`config.mk`:
```
export PLATFORM = sky130hd
export DESIGN_NAME = angle_encoder_step_counter
export DESIGN_NICKNAME = d
export VERILOG_FILES = /design/src/aesc_pkg.sv /design/src/angle_encoder_step_counter.sv /design/src/aesc_divider.sv
export SDC_FILE = /design/constraint.sdc
export NUM_CORES = 1
export LEC_CHECK = 0
export BUFFER_PORTS_ARGS = -buffer_cell sky130_fd_sc_hd__buf_4
export CORE_UTILIZATION = 45
export DETAILED_ROUTE_END_ITERATION = 10
export GPL_TIMING_DRIVEN = 0
export PLACE_DENSITY_LB_ADDON = 0.05
export SKIP_LAST_GASP = 1
export SLEW_MARGIN = 20
export SYNTH_ARGS = -nofsm -noshare
export SYNTH_HDL_FRONTEND = slang
export SYNTH_SLANG_ARGS = --single-unit
export TNS_END_PERCENT = 10
```
`constraint.sdc`:
```
create_clock -name aclk -period 11.65 [get_ports aclk]
set_input_delay 1.165 -clock aclk [delete_from_list [all_inputs] [get_ports aclk]]
set_output_delay 1.165 -clock aclk [all_outputs]
set_load 0.02 [all_outputs]
```
`src/aesc_pkg.sv`:
```
package aesc_pkg;

    localparam int ANGLE_BITS = 12;
    localparam int ACC_W      = ANGLE_BITS + 2;   // signed accumulator / delta
    localparam int STEP_W     = ANGLE_BITS + 1;   // step magnitude
    localparam int TIME_W     = 32;
    localparam int IVAL_W     = 16;
    localparam int CFG_IDX_W  = 2;
    localparam int CFG_DATA_W = 16;
    localparam int DIV_CNT_W  = $clog2(STEP_W + 1);

    localparam logic [ANGLE_BITS-1:0] PPS_RESET  = ANGLE_BITS'(600);
    localparam logic [IVAL_W-1:0]     IVAL_RESET = IVAL_W'(200);

    localparam logic signed [ACC_W-1:0] ANG_HALF = ACC_W'(1 << (ANGLE_BITS - 1));
    localparam logic signed [ACC_W-1:0] ANG_MOD  = ACC_W'(1 << ANGLE_BITS);

    typedef enum logic [CFG_IDX_W-1:0] {
        CFG_ENABLED      = 2'd0,
        CFG_ZERO_OFFSET  = 2'd1,
        CFG_POS_PER_STEP = 2'd2,
        CFG_MIN_INTERVAL = 2'd3
    } cfg_idx_t;

    typedef enum logic [4:0] {
        ST_IDLE  = 5'b00001,
        ST_CALC  = 5'b00010,
        ST_START = 5'b00100,
        ST_DIV   = 5'b01000,
        ST_EMIT  = 5'b10000
    } state_t;

    typedef struct packed {
        logic busy;
        logic done;
    } div_status_t;

endpackage

```
`src/angle_encoder_step_counter.sv`:
```
// Input beat to result beat: delta/accumulate, divider load, one divider iteration
// per quotient bit, emit decision, output load, result beat. A new sample is taken
// only in idle, none while the last is in work; a first or unmoved sample returns
// to idle after the delta stage, and a stalled result holds the block in emit.
// Reset (aresetn low, synchronous): disabled, baseline and accumulator cleared,
// zero_offset 0, positions_per_step 600, min_interval_ms 200.
module angle_encoder_step_counter (
    input  logic                              aclk,
    input  logic                              aresetn,
    input  logic                              cfg_we,
    input  logic [aesc_pkg::CFG_IDX_W-1:0]    cfg_index,
    input  logic [aesc_pkg::CFG_DATA_W-1:0]   cfg_wdata,
    input  logic                              s_valid,
    output logic                              s_ready,
    input  logic [aesc_pkg::ANGLE_BITS-1:0]   s_raw_angle,
    input  logic [aesc_pkg::TIME_W-1:0]       s_now_ms,
    output logic                              m_valid,
    input  logic                              m_ready,
    output logic                              m_direction,
    output logic [aesc_pkg::STEP_W-1:0]       m_step_count
);
    import aesc_pkg::*;

    state_t state_reg, state_next;

    logic                    enabled_reg;
    logic [ANGLE_BITS-1:0]   zero_offset_reg;
    logic [ANGLE_BITS-1:0]   pps_reg;
    logic [IVAL_W-1:0]       min_ival_reg;

    logic [ANGLE_BITS-1:0]   last_pos_reg;
    logic                    have_base_reg;
    logic signed [ACC_W-1:0] acc_reg;
    logic [TIME_W-1:0]       last_emit_reg;

    logic [ANGLE_BITS-1:0]   raw_reg;
    logic [TIME_W-1:0]       now_reg;

    logic                    m_valid_reg;
    logic                    m_dir_reg;
    logic [STEP_W-1:0]       m_cnt_reg;
    logic                    res_dir_reg;
    logic [STEP_W-1:0]       res_cnt_reg;

    logic                    in_beat;
    logic [ANGLE_BITS-1:0]   pos;
    logic signed [ACC_W-1:0] diff;
    logic signed [ACC_W-1:0] delta;
    logic signed [ACC_W-1:0] acc_neg;
    logic [STEP_W-1:0]       acc_mag;
    logic [ANGLE_BITS-1:0]   divisor;
    logic                    out_free;
    logic                    interval_met;
    logic signed [ACC_W-1:0] rem_signed;

    div_status_t             div_st;
    logic [STEP_W-1:0]       div_quo;
    logic [ANGLE_BITS-1:0]   div_rem;

    assign in_beat = s_valid && s_ready;
    assign s_ready = (state_reg == ST_IDLE);
    assign out_free = !m_valid_reg || m_ready;

    always_comb begin
        pos  = raw_reg - zero_offset_reg;
        diff = $signed({{(ACC_W-ANGLE_BITS){1'b0}}, pos})
             - $signed({{(ACC_W-ANGLE_BITS){1'b0}}, last_pos_reg});
        // shortest path; exactly half a turn stays as is
        if (diff > ANG_HALF)
            delta = diff - ANG_MOD;
        else if (diff < -ANG_HALF)
            delta = diff + ANG_MOD;
        else
            delta = diff;
        acc_neg = -acc_reg;
        acc_mag = acc_reg[ACC_W-1] ? acc_neg[STEP_W-1:0] : acc_reg[STEP_W-1:0];
        divisor = (pps_reg == '0) ? ANGLE_BITS'(1) : pps_reg;
        interval_met = (now_reg - last_emit_reg) >= {{(TIME_W-IVAL_W){1'b0}}, min_ival_reg};
        rem_signed = $signed({{(ACC_W-ANGLE_BITS){1'b0}}, div_rem});
    end

    aesc_divider u_div (
        .aclk      (aclk),
        .aresetn   (aresetn),
        .start     (state_reg == ST_START),
        .dividend  (acc_mag),
        .divisor   (divisor),
        .status    (div_st),
        .quotient  (div_quo),
        .remainder (div_rem)
    );

    always_comb begin
        state_next = state_reg;
        unique case (state_reg)
            ST_IDLE: begin
                if (in_beat && enabled_reg)
                    state_next = ST_CALC;
            end
            ST_CALC: begin
                if (!have_base_reg || delta == '0)
                    state_next = ST_IDLE;
                else
                    state_next = ST_START;
            end
            ST_START: state_next = ST_DIV;
            ST_DIV: begin
                if (div_st.done) begin
                    if (div_quo != '0 && interval_met)
                        state_next = ST_EMIT;
                    else
                        state_next = ST_IDLE;
                end
            end
            ST_EMIT: begin
                if (out_free)
                    state_next = ST_IDLE;
            end
            default: state_next = ST_IDLE;
        endcase
    end

    always_ff @(posedge aclk) begin
        if (!aresetn) begin
            state_reg       <= ST_IDLE;
            enabled_reg     <= 1'b0;
            zero_offset_reg <= '0;
            pps_reg         <= PPS_RESET;
            min_ival_reg    <= IVAL_RESET;
            last_pos_reg    <= '0;
            have_base_reg   <= 1'b0;
            acc_reg         <= '0;
            last_emit_reg   <= '0;
            m_valid_reg     <= 1'b0;
        end else begin
            state_reg <= state_next;

            // in emit the new beat takes over the output register
            if (m_valid_reg && m_ready && state_reg != ST_EMIT)
                m_valid_reg <= 1'b0;

            unique case (state_reg)
                ST_CALC: begin
                    if (!have_base_reg) begin
                        last_pos_reg  <= pos;
                        have_base_reg <= 1'b1;
                    end else if (delta != '0) begin
                        last_pos_reg <= pos;
                        acc_reg      <= acc_reg + delta;
                    end
                end
                ST_DIV: begin
                    if (div_st.done) begin
                        // truncation toward zero: remainder takes the dividend's sign
                        acc_reg <= acc_reg[ACC_W-1] ? -rem_signed : rem_signed;
                        if (div_quo != '0 && interval_met)
                            last_emit_reg <= now_reg;
                    end
                end
                ST_EMIT: begin
                    if (out_free)
                        m_valid_reg <= 1'b1;
                end
                default: ;
            endcase

            if (cfg_we) begin
                unique case (cfg_idx_t'(cfg_index))
                    CFG_ENABLED: begin
                        if (cfg_wdata[0] && !enabled_reg) begin
                            have_base_reg <= 1'b0;
                            acc_reg       <= '0;
                            last_emit_reg <= '0;
                        end
                        enabled_reg <= cfg_wdata[0];
                    end
                    CFG_ZERO_OFFSET:  zero_offset_reg <= cfg_wdata[ANGLE_BITS-1:0];
                    CFG_POS_PER_STEP: pps_reg         <= cfg_wdata[ANGLE_BITS-1:0];
                    CFG_MIN_INTERVAL: min_ival_reg    <= cfg_wdata[IVAL_W-1:0];
                    default: ;
                endcase
            end
        end
    end

    always_ff @(posedge aclk) begin
        if (in_beat) begin
            raw_reg <= s_raw_angle;
            now_reg <= s_now_ms;
        end
        if (state_reg == ST_DIV && div_st.done) begin
            res_dir_reg <= acc_reg[ACC_W-1];
            res_cnt_reg <= div_quo;
        end
        if (state_reg == ST_EMIT && out_free) begin
            m_dir_reg <= res_dir_reg;
            m_cnt_reg <= res_cnt_reg;
        end
    end

    assign m_valid      = m_valid_reg;
    assign m_direction  = m_dir_reg;
    assign m_step_count = m_cnt_reg;

    // divider only runs on behalf of the sequencer
    a_div_owned: assert property (@(posedge aclk) disable iff (!aresetn)
        div_st.done |-> state_reg == ST_DIV)
        else $error("divider done outside divide state");

    // leftover movement never reaches a whole step of the largest size
    a_acc_bound: assert property (@(posedge aclk) disable iff (!aresetn)
        state_reg == ST_IDLE |-> (acc_reg > -ANG_MOD && acc_reg < ANG_MOD))
        else $error("accumulator out of range while idle");

    // a new result always carries at least one step
    a_nonzero_steps: assert property (@(posedge aclk) disable iff (!aresetn)
        $rose(m_valid) |-> m_step_count != '0)
        else $error("result with zero steps");

    // an accepted beat leaves idle only toward the delta stage
    a_accept_flow: assert property (@(posedge aclk) disable iff (!aresetn)
        in_beat |=> (state_reg == ST_IDLE || state_reg == ST_CALC))
        else $error("unexpected state after input beat");

endmodule

```
`src/aesc_divider.sv`:
```
module aesc_divider (
    input  logic                            aclk,
    input  logic                            aresetn,
    input  logic                            start,
    input  logic [aesc_pkg::STEP_W-1:0]     dividend,
    input  logic [aesc_pkg::ANGLE_BITS-1:0] divisor,
    output aesc_pkg::div_status_t           status,
    output logic [aesc_pkg::STEP_W-1:0]     quotient,
    output logic [aesc_pkg::ANGLE_BITS-1:0] remainder
);
    import aesc_pkg::*;

    // restoring divider, one quotient bit per cycle
    logic [STEP_W-1:0]     quo_reg;
    logic [ANGLE_BITS-1:0] rem_reg;
    logic [ANGLE_BITS-1:0] dvs_reg;
    logic [DIV_CNT_W-1:0]  cnt_reg;
    logic                  busy_reg;
    logic                  done_reg;

    logic [ANGLE_BITS:0]   trial;
    logic                  fits;
    logic [ANGLE_BITS:0]   diff;

    always_comb begin
        trial = {rem_reg, quo_reg[STEP_W-1]};
        fits  = trial >= {1'b0, dvs_reg};
        diff  = trial - {1'b0, dvs_reg};
    end

    always_ff @(posedge aclk) begin
        if (!aresetn) begin
            busy_reg <= 1'b0;
            done_reg <= 1'b0;
            cnt_reg  <= '0;
        end else begin
            done_reg <= 1'b0;
            if (start) begin
                busy_reg <= 1'b1;
                cnt_reg  <= DIV_CNT_W'(STEP_W);
            end else if (busy_reg) begin
                cnt_reg <= cnt_reg - 1'b1;
                if (cnt_reg == DIV_CNT_W'(1)) begin
                    busy_reg <= 1'b0;
                    done_reg <= 1'b1;
                end
            end
        end
    end

    always_ff @(posedge aclk) begin
        if (start) begin
            quo_reg <= dividend;
            rem_reg <= '0;
            dvs_reg <= divisor;
        end else if (busy_reg) begin
            quo_reg <= {quo_reg[STEP_W-2:0], fits};
            rem_reg <= fits ? diff[ANGLE_BITS-1:0] : trial[ANGLE_BITS-1:0];
        end
    end

    assign status.busy = busy_reg;
    assign status.done = done_reg;
    assign quotient    = quo_reg;
    assign remainder   = rem_reg;

endmodule
```
## Yosys cells after proc, flatten, opt, wreduce, memory -nomap -nowiden

Index checks and enable logic that the tools add are counted.

| word-level totals | value |
|---|---|
| output and inout port bits | 16 |
| bits of input ports | 67 |
| flip-flop bits (word level) | 221 |

| operators by class | value |
|---|---|
| magnitude comparators | 4 |
| mux-type cells | 41 |
| add/subtract/negate cells | 10 |
| equal/unequal tests | 14 |
| reduce and logical (&&, ||, !) cells | 27 |
| bitwise logic cells | 2 |

Operators with widths:

| cell | number |
|---|---|
| two-way mux 32 bit | 6 |
| two-way mux 14 bit | 9 |
| two-way mux 13 bit | 3 |
| two-way mux 12 bit | 3 |
| greater-or-equal comparator 32 x 16 -> 1 bit | 1 |
| subtractor 32 bit | 1 |
| one-hot mux 14 bit (2 select lines) | 1 |
| one-hot mux 5 bit (5 select lines) | 1 |
| subtractor 12 bit | 2 |
| two-way mux 5 bit | 4 |
| adder 13 x 14 -> 14 bit, second input constant | 1 |
| adder 14 bit | 1 |
| zero test 14 bit | 1 |
| negator 12 -> 14 bit | 1 |
| nonzero test 14 bit | 1 |
| subtractor 13 x 14 -> 14 bit, second input constant | 1 |
| greater-or-equal comparator 13 x 12 -> 1 bit | 1 |
| greater-than comparator 13 bit, second input constant | 1 |
| < comparator 13 x 12 -> 1 bit, second input constant | 1 |
| negator 13 bit | 1 |
| nonzero test 13 bit | 1 |
| subtractor 12 x 12 -> 13 bit | 1 |
| zero test 12 bit | 1 |
| two-way mux 1 bit | 11 |
| other kinds (24) | 43 |

## Longest topological paths before layout

Gate-level depths: netlist (run 1).

| depth | value |
|---|---|
| depth after elaboration | 12 |
| mapped depth | 27 |

## Cells and area by module

From an unflattened synthesis (run 1), not the netlist that was laid out.

| unflattened totals | value |
|---|---|
| cell total of the unflattened synthesis | 1417 |
| area total of the unflattened synthesis | 13354.1 um^2 |

Modules (own cells, without submodules):

| module | area an instance (um^2) | sequential area each (um^2) | cells an instance | times used |
|---|---|---|---|---|
| angle_encoder_step_counter | 10943.0 | 4284.1 | 1197 | 1 |
| aesc_divider | 2411.1 | 1111.1 | 220 | 1 |

## Worst setup path before layout (run 1)

OpenSTA, ideal clock, no wires.

| timing | value |
|---|---|
| kind | reg-to-reg |
| from | register raw_reg[0] |
| to | register acc_reg[13] |
| arrival | 5438 ps |
| path slack | 6142 ps |
| stages on the path, launching flop included | 28 |
| required time | 11580 ps |
| clock period less this slack | 5508 ps |
| path through | edfxtp_1 > inv_1 > ha_1 > inv_1 > fa_1 > a21o_1 > a21oi_1 > o21bai_1 > a21oi_1 > o21bai_1 > a21oi_1 > xnor2_1 > ha_1 > clkbuf_1 > a21o_1 > a311oi_1 > a211o_1 > o211ai_1 > or4b_1 > or4_4 > o21ai_1 > inv_1 > ha_1 > a21oi_1 > o21ai_0 > xor2_1 > or3_1 > a21oi_1 |

| on the way | value |
|---|---|
| cells in the longest elaborated chain, start to end | 12 |
| elaborated cells on any way between the ends | 16 |
| those cells by class | add/sub: 5; order compare: 2; mux: 8; reduce/logical: 1 |

RTL lines:

| item | line | source |
|---|---|---|
| start: declaration | angle_encoder_step_counter.sv:36 | `logic [ANGLE_BITS-1:0] raw_reg;` |
| start signal: assignment | angle_encoder_step_counter.sv:188 | `raw_reg <= s_raw_angle;` |
| subtractor 12 bit * | angle_encoder_step_counter.sv:65 | `pos = raw_reg - zero_offset_reg;` |
| named net pos[8] | angle_encoder_step_counter.sv:46 | `logic [ANGLE_BITS-1:0] pos;` |
| subtractor 12 x 12 -> 13 bit * | angle_encoder_step_counter.sv:67 | `- $signed({{(ACC_W-ANGLE_BITS){1'b0}}, last_pos_reg});` |
| adder 13 x 14 -> 14 bit or < comparator 13 x 12 -> 1 bit (tied branches) | angle_encoder_step_counter.sv:72, angle_encoder_step_counter.sv:71 |  |
| two-way mux 14 bit | angle_encoder_step_counter.sv:71 | `else if (diff < -ANG_HALF)` |
| two-way mux 14 bit * | angle_encoder_step_counter.sv:69 | `if (diff > ANG_HALF)` |
| adder 14 bit or nonzero test 14 bit (tied branches) | angle_encoder_step_counter.sv:149, angle_encoder_step_counter.sv:147 |  |
| two-way mux 14 bit * | angle_encoder_step_counter.sv:147 | `end else if (delta != '0) begin` |
| two-way mux 14 bit * | angle_encoder_step_counter.sv:144 | `if (!have_base_reg) begin` |
| one-hot mux 14 bit (2 select lines) * | angle_encoder_step_counter.sv:142 | `unique case (state_reg)` |
| two-way mux 14 bit | angle_encoder_step_counter.sv:170 | `if (cfg_wdata[0] && !enabled_reg) begin` |
| two-way mux 14 bit | angle_encoder_step_counter.sv:168 | `unique case (cfg_idx_t'(cfg_index))` |
| two-way mux 14 bit * | angle_encoder_step_counter.sv:167 | `if (cfg_we) begin` |
| end signal: assignment | angle_encoder_step_counter.sv:149 | `acc_reg <= acc_reg + delta;` |
| end signal: assignment | angle_encoder_step_counter.sv:155 | `acc_reg <= acc_reg[ACC_W-1] ? -rem_signed : rem_signed;` |
| end: declaration | angle_encoder_step_counter.sv:33 | `logic signed [ACC_W-1:0] acc_reg;` |

The timed path passes the listed nets; every way through them passes the cells marked *.
A chain may end at the register's enable or synchronous reset.

## Final worst setup path (run 1)

Ends and elaborated chain as after synthesis.

==> impl_metrics.yaml, run 1 <==
timing:
  max_clock_freq_mhz: 162
  rsz0062_at_grt: "false"
  finalSetupTns_ns: 0
  relSlewSlack: 0.400
  worst_slew_pin_slew_ns: 0.894
  hold_ws_ns: 0.418
  hold_viol_final: 0
  setup_viol: 0
  maxSlewViolCount: 0
  clock_skew_ns: 0.0116
  fin_crit_ns: 6.19
  fin_crit_sh: 0.531
grt:
  grt_start_max_net_pins: 30
  first_global_vias: 9832
  antenna_found_initial: 1
  grt_usage: 0.216
  overflow: 0
  grt_pass1_wl_um: 50800
yosys:
  yosysSeqAreaShare: 0.413
  ys_types: 73
  ys_ff_latch: 221
  yosysMostFrequentCell: "nand2_1"
  synth.largest_area_cell: "edfxtp_1"
  yosys_warnings: 0
  netlist_instances: 1473
  synthArstFlopShare: 0
  synth_top_area_frac: 0.223
  synthTopCellsByCount: "nand2_1 (156), a21oi_1 (124), dfxtp_1 (124), inv_1 (111), o21ai_0 (107)"
  synth_nets: 1644
  synthFlopType: "dfxtp_1"
  synth_area_leaders: "edfxtp_1 (22%), dfxtp_1 (19%), ha_1 (9.5%)"
  synth.avg_cell_area_um2: 8.87
  synth_area_um2: 13100
  synth_edf_count: 97
critical_path:
  r2r_cells: 27
  rrSetupSlack_ns: 5.46
  cp.buffers_inverters: 4
  startpoint: "raw_reg[0]$_DFFE_PP_"
  cp.depth: 27
  slowest_stage: "or4b_1"
  worstPathRequired_ns: 12.10
  crit_path_end_kind: "register"
  critPathLaunchType: "register"
  regToRegStartpoint: "raw_reg[0]$_DFFE_PP_"
  slowest_delay_ns: 0.54
  cp.arrival_ns: 6.64
  reg2reg_to: "acc_reg[13]$_SDFF_PN0_"
  criticalPathCategory: "register to register"
  critPathMostFrequentCell: "a21oi_1"
  cp-endpoint: "acc_reg[13]$_SDFF_PN0_"
  crit_family: "compound AO/OA/AOI/OAI gates"
  path_max_fanout: 7
clock_network:
  cts.reportedPaths.clkPinSlew_ns: 0.06
  post_cts_buffers: 0
  numCtsBuffers: 26
  clock_sinks: 221
  clk_latency_ns: 0.53
  h-tree-depth: 1
  ctsHoldBuffers: 0
  cts_root_buffer: "clkbuf_16"
  cts_resized: 0
  clockBufferDepth: 3
  cts_tree: "yes"
detailed_routing:
  drc: 0
  via_per_inst: 5.38
  first_pass_iters: 7
  num_vias: 10691
  routed_wl_um: 32100
  ant_nets: 0
  drtIter0Drc: 657
  wl_per_cell_um: 16.2
place:
  portBuffers: 82
  gp_congestion: 0.888
  dpl.hpwl_um: 24900
final_layout:
  multi_input_area_um2: 6990
  nets: 1755
  num_antenna_cells: 0
  area_delta_synth_final_pct: 14.9
  layout-drive-gt1-share: 0.0867
  fill_cells: 2750
  seq_area_um2: 5400
power:
  peakVddDrop_mv: 0.116
  p_leak_uw: 0.00559
  powerDensity_nw_per_um2: 154
  power_uw: 2310
floorplan:
  io_pins: 83
  fp.dieH_um: 172
  die_w_um: 172
  rows: 62
  fp.dieArea_um2: 29700
  core-area_um2: 28600
  start_util: 0.457
outcome:
  status: "finished, final reports clean"
flow_run:
  drv_cap: 0
hold_path:
  hold_path.class: "register to register"
-- cell type report --
cell class              instances  share of cell area
plain buffers                  70              0.0182
clock inverters                11             0.00708
repair buffers                 83              0.0423
flip-flops and latches        221               0.359
inverters                     111              0.0277
well taps                     384              0.0320
multi-input cells            1071               0.465
clock buffers                  37              0.0481
-- per-layer routing --
metal | GRT usage | wire length (um) | vias to the layer above
met2 | 0.344 | 14100 | 222
met3 | 0.0272 | 1230 | 54
met5 | 0 | 13 | -
met4 | 0.0596 | 798 | 2
met1 | 0.307 | 16000 | 4944
li1 | - | - | 5469
-- stage by stage --
step / instance area (um^2) / cells / utilization / setup WS (ns)
after floorplan: 13100 / 1473 / - / 6.14
after global placement: 14200 / 1939 / 0.495 / 5.53
after detailed placement: 14200 / 1940 / 0.496 / 5.48
after CTS: 15000 / 1988 / 0.525 / 5.44
after global routing: 15000 / 1988 / 0.525 / 4.99
final: 15000 / 1988 / 0.525 / 5.46
-- report_power, final --
group	internal [uW]	switching (uW)	total, uW
logic	262	377	639
clock network	474	316	790
registers	850	30.4	880
-- cell usage in the layout, fill, tap and decap left out, types with 51 or more instances in the layout --
cell type  Yosys  routed
nor2_1        91      91
o21ai_0      107     107
ha_1          99      99
nand3_1       51      51
buf_4          2      84
nand2_1      156     156
edfxtp_1      97      97
clkbuf_1      60      68
dfxtp_1      124     124
inv_1        111     111
a21oi_1      124     124
-- worst min-delay path by stage --
stage                     slack, ns                 startpoint  cells after the start                         end
final                          0.42   res_cnt_reg[1]$_DFFE_PP_                      0   m_step_count[1]$_DFFE_PP_
after detailed placement       0.41   res_cnt_reg[9]$_DFFE_PP_                      0   m_step_count[9]$_DFFE_PP_
after global placement         0.40   res_cnt_reg[2]$_DFFE_PP_                      0   m_step_count[2]$_DFFE_PP_
after CTS                      0.42   res_cnt_reg[9]$_DFFE_PP_                      0   m_step_count[9]$_DFFE_PP_
after floorplan                0.40      res_dir_reg$_DFFE_PP_                      0       m_direction$_DFFE_PP_
after global routing           0.42  res_cnt_reg[10]$_DFFE_PP_                      0  m_step_count[10]$_DFFE_PP_
-- kinds of logic after synthesis --
kind of cell	Yosys count	synth area share
AO/OA/AOI/OAI	420	0.201
XOR/XNOR	80	0.0536
adder cells (fa/ha/maj)	104	0.102
buffers and inverters	181	0.0527
flip-flops	221	0.413
multiplexers	12	0.00929
AND/OR/NAND/NOR	455	0.168
-- worst reg2reg max path, stage by stage, from the launching register on --
cell	delay (ns)
edfxtp_1	0.36
inv_1	0.06
ha_1	0.15
inv_1	0.05
fa_1	0.39
a21o_1	0.17
a21oi_1	0.21
o21bai_1	0.08
a21oi_1	0.22
o21bai_1	0.09
a21oi_1	0.26
xnor2_1	0.22
ha_1	0.29
clkbuf_1	0.19
a21o_1	0.22
a311oi_1	0.26
a211o_1	0.15
o211ai_1	0.13
or4b_1	0.54
or4_4	0.47
o21ai_1	0.27
inv_1	0.07
ha_1	0.32
a21oi_1	0.15
o21ai_0	0.11
xor2_1	0.21
or3_1	0.33
a21oi_1	0.13
(Power assumes the default switching activity.)
==> inputs of run 2 (changes only) <==
clock period = 5.9 ns   (was 11.65 ns; I/O delays follow)
==> impl_metrics.yaml, run 2 (synthesized netlist as in run 1, its figures left out) <==
place:
  placed_cells: 1940
  portBuffers: 82
  dpl.hpwl_um: 24900
  dp_slack_ns: -0.275
  gp_congestion: 0.888
final_layout:
  nets: 1758
  num_antenna_cells: 0
  final_cell_mix: "nand2_1 (156), dfxtp_1 (124), a21oi_1 (120), inv_1 (111), o21ai_0 (106)"
  layout_commonest_cell: "nand2_1"
  layout-drive-gt1-share: 0.0958
  layout.cells.non_filler: 1991
  area_delta_synth_final_pct: 15.7
timing:
  fin_crit_sh: 0.947
  worst_slew_pin_slew_ns: 0.896
  relSlewSlack: 0.398
  max_clock_freq_mhz: 179
  clock_skew_ns: 0.0125
  maxSlewViolCount: 0
  rsz0062_at_grt: "false"
  fin_ws_ns: 0.315
  fin_crit_ns: 5.59
  hold_viol_final: 0
  setup_viol: 0
clock_network:
  cts.reportedPaths.clkPinSlew_ns: 0.06
  clockBufferDepth: 3
  ctsHoldBuffers: 0
  cts_tree: "yes"
  h-tree-depth: 1
  cts_root_buffer: "clkbuf_16"
  clock_sinks: 221
  numCtsBuffers: 26
  clk_latency_ns: 0.53
critical_path:
  crit_path_end_kind: "register"
  criticalPathCategory: "register to register"
  worstPathRequired_ns: 6.35
  path_max_fanout: 5
  slowest_stage: "or4b_1"
  crit_family: "compound AO/OA/AOI/OAI gates"
  critPathLaunchType: "register"
  cp.arrival_ns: 6.04
  critPathMostFrequentCell: "a21oi_2"
  slowest_delay_ns: 0.55
  cp.buffers_inverters: 3
detailed_routing:
  drtIter0Drc: 618
  num_vias: 10733
  via_per_inst: 5.39
  routed_wl_um: 32300
  ant_nets: 0
  first_pass_iters: 5
  drc: 0
  wl_per_cell_um: 16.2
floorplan:
  fp.dieArea_um2: 29700
  rows: 62
  io_pins: 83
  die_w_um: 172
  start_util: 0.457
  fp.dieH_um: 172
  core-area_um2: 28600
outcome:
  status: "finished, final reports clean"
grt:
  grt_start_max_net_pins: 30
  first_global_vias: 9845
  grt_usage: 0.216
  antenna_found_initial: 1
  overflow: 0
  grt_pass1_wl_um: 50800
power:
  power_uw: 4610
  peakVddDrop_mv: 0.232
  powerDensity_nw_per_um2: 305
  p_leak_uw: 0.00562
hold_path:
  hold_path.class: "primary input to register"
flow_run:
  drv_cap: 0
run 2: cell types whose count changed in the layout (fill, tap and decap cells not counted), sizes merged:
cell    delta
clkbuf     -2
buf        +5
run 2: repair_timing:
item	in CTS	in global routing
pin swaps	0	6
buffers inserted	0	5
hold endpoints to repair	0	0
resized for setup	4	10
gates cloned	0	0
endpoints found under the setup margin	1	1
run 2: per-layer routing:
layer | routed length, um | GRT usage
met1 | 16000 | 0.307
met5 | 13 | 0
met4 | 800 | 0.0596
met3 | 1280 | 0.0272
met2 | 14100 | 0.344
run 2: worst paths after layout:
path | cells past startpoint | from | end | slack (ns)
max reg2reg | 26 | raw_reg[0]$_DFFE_PP_ | acc_reg[13]$_SDFF_PN0_ | 0.31
min reg2reg | 0 | res_cnt_reg[9]$_DFFE_PP_ | m_step_count[9]$_DFFE_PP_ | 0.42
min | 1 | s_now_ms[14] | now_reg[14]$_DFFE_PP_ | 0.23
max | 26 | raw_reg[0]$_DFFE_PP_ | acc_reg[13]$_SDFF_PN0_ | 0.31
run 2: power by group:
group          internal, uW  switching (uW)  leakage (uW)
Clock                   937             623      0.000399
Sequential             1680            60.4       0.00191
Combinational           549             765       0.00331
Total                  3160            1450       0.00562
run 2: area by class of cell:
type | instances | area (um^2)
Fill cell | 2744 | 13500
Sequential cell | 221 | 5400
Multi-Input combinational cell | 1071 | 7060
Tap cell | 384 | 480
Clock inverter | 11 | 106
Buffer | 68 | 267
Clock buffer | 37 | 723
Inverter | 111 | 417
Timing Repair Buffer | 88 | 673
run 2: through the flow:
step	area (um^2)	utilization	setup TNS (ns)	hold WS, ns
2_1_floorplan	13100	-	0	0.400
3_3_place_gp	14200	0.495	-0.222	0.401
3_5_place_dp	14200	0.496	-0.275	0.405
4_1_cts	15000	0.525	0	0.209
5_1_grt	15100	0.528	0	0.214
6_report	15100	0.528	0	0.233
==> inputs of run 3 (changes only) <==
clock period = 5.7 ns   (was 5.9 ns; I/O delays follow)
==> impl_metrics.yaml, run 3 (synthesized netlist as in run 1, its figures left out) <==
final_layout:
  final_cell_mix: "nand2_1 (156), dfxtp_1 (124), a21oi_1 (120), inv_1 (111), o21ai_0 (104)"
  nets: 1759
  layout.cells.non_filler: 1992
  layout-drive-gt1-share: 0.0964
  area_delta_synth_final_pct: 15.7
  num_antenna_cells: 0
  layout_commonest_cell: "nand2_1"
critical_path:
  path_max_fanout: 3
  startpoint: "raw_reg[0]$_DFFE_PP_"
  crit_path_end_kind: "register"
  critPathMostFrequentCell: "a21oi_2"
  reg2reg_to: "acc_reg[13]$_SDFF_PN0_"
  critPathLaunchType: "register"
  regToRegStartpoint: "raw_reg[0]$_DFFE_PP_"
  slowest_delay_ns: 0.53
  cp.arrival_ns: 5.96
  r2r_cells: 26
  criticalPathCategory: "register to register"
  worstPathRequired_ns: 6.15
  rrSetupSlack_ns: 0.19
  slowest_stage: "or4b_1"
power:
  powerDensity_nw_per_um2: 316
  clock_power_share: 0.338
  internal_power_uw: 3280
  p_leak_uw: 0.00563
  peakVddDrop_mv: 0.240
  p_switching_uw: 1500
  pwr-share-seq: 0.377
  power.share.switching: 0.314
  pwr-share-comb: 0.285
flow_run:
  drv_cap: 0
timing:
  setup_viol: 0
  worst_slew_pin_slew_ns: 0.892
  rsz0062_at_grt: "true"
  fin_crit_sh: 0.966
  maxSlewViolCount: 0
  relSlewSlack: 0.401
  fin_crit_ns: 5.51
  clock_skew_ns: 0.0119
  max_clock_freq_mhz: 182
  hold_viol_final: 0
  fin_ws_ns: 0.194
detailed_routing:
  first_pass_iters: 5
  routed_wl_um: 32200
  num_vias: 10747
  drtIter0Drc: 619
  via_per_inst: 5.40
  wl_per_cell_um: 16.2
  ant_nets: 0
  drc: 0
place:
  dp_slack_ns: -0.475
  portBuffers: 82
  placed_cells: 1940
  dpl.hpwl_um: 24900
  gp_congestion: 0.888
clock_network:
  ctsHoldBuffers: 0
  numCtsBuffers: 26
  clockBufferDepth: 3
  cts.reportedPaths.clkPinSlew_ns: 0.06
  cts_tree: "yes"
  clock_sinks: 221
  clk_latency_ns: 0.53
  h-tree-depth: 1
  cts_root_buffer: "clkbuf_16"
outcome:
  status: "finished, final reports clean"
floorplan:
  start_util: 0.457
  rows: 62
  die_w_um: 172
  fp.dieArea_um2: 29700
  fp.dieH_um: 172
  io_pins: 83
  core-area_um2: 28600
hold_path:
  holdPathStages: 1
  hold_path.class: "primary input to register"
  worstHoldStart: "s_now_ms[14]"
  whs_endpoint: "now_reg[14]$_DFFE_PP_"
grt:
  first_global_vias: 9848
  grt_usage: 0.217
  antenna_found_initial: 1
  grt_start_max_net_pins: 30
  grt_pass1_wl_um: 50900
  overflow: 0
[run 3: cell count changes in the layout (fill, tap and decap cells not counted), sizes merged]
cell and change:
buf +1
[run 3: power by group through the flow]
stage / Combinational (uW) / Sequential, uW / Clock (uW)
after global routing: 1510 / 1810 / 1720
after CTS: 1320 / 1800 / 1660
after floorplan: 961 / 1810 / 0
after detailed placement: 1290 / 1830 / 0
final: 1360 / 1800 / 1620
after global placement: 1270 / 1840 / 0
[run 3: critical path: cells and delay by family, from the launching register on]
kind / cells / cell delay [ns]
compound gates: 14 / 2.04
xor+xnor: 2 / 0.39
fa+ha+maj: 4 / 1.04
buf+inv: 3 / 0.21
flops: 1 / 0.36
simple gates: 3 / 1.36
[run 3: per-layer routing]
metal | share of wire | global-route usage | vias up
met5 | 0.00040 | 0 | -
met4 | 0.025 | 0.0596 | 2
met3 | 0.039 | 0.0272 | 54
met2 | 0.44 | 0.344 | 244
met1 | 0.50 | 0.307 | 4972
li1 | - | - | 5475
[run 3: final cells by class]
class	instances	area, um^2
sequential	221	5400
clock buffer	37	723
timing repair buffer	89	681
fill	2744	13500
inverter	111	417
clock inverter	11	106
multi-input combinational	1071	7050
buffer	68	267
tap	384	480
[run 3: worst max-delay path by stage]
stage                             endpoint  slack [ns]  cells after the start
global route        acc_reg[13]$_SDFF_PN0_       -0.10                     26
CTS                 acc_reg[13]$_SDFF_PN0_        0.02                     26
global placement    acc_reg[13]$_SDFF_PN0_       -0.42                     27
finish              acc_reg[13]$_SDFF_PN0_        0.19                     26
floorplan           acc_reg[13]$_SDFF_PN0_        0.19                     27
detailed placement  acc_reg[13]$_SDFF_PN0_       -0.47                     27
[run 3: timing repair]
item	in CTS	in global routing
buffers inserted	2	4
hold endpoints to repair	0	0
endpoints found under the setup margin	2	11
resized for setup	9	7
pin swaps	3	6
[run 3: stage by stage]
stage                util  instance area (um^2)  hold slack [ns]  power [uW]  setup TNS, ns
floorplan               -                 13100            0.400        2770              0
global placement    0.495                 14200            0.401        3110         -0.431
detailed placement  0.496                 14200            0.405        3130         -0.535
CTS                 0.526                 15100            0.189        4780              0
global route        0.528                 15100            0.194        5040         -0.104
finish              0.528                 15100            0.213        4780              0
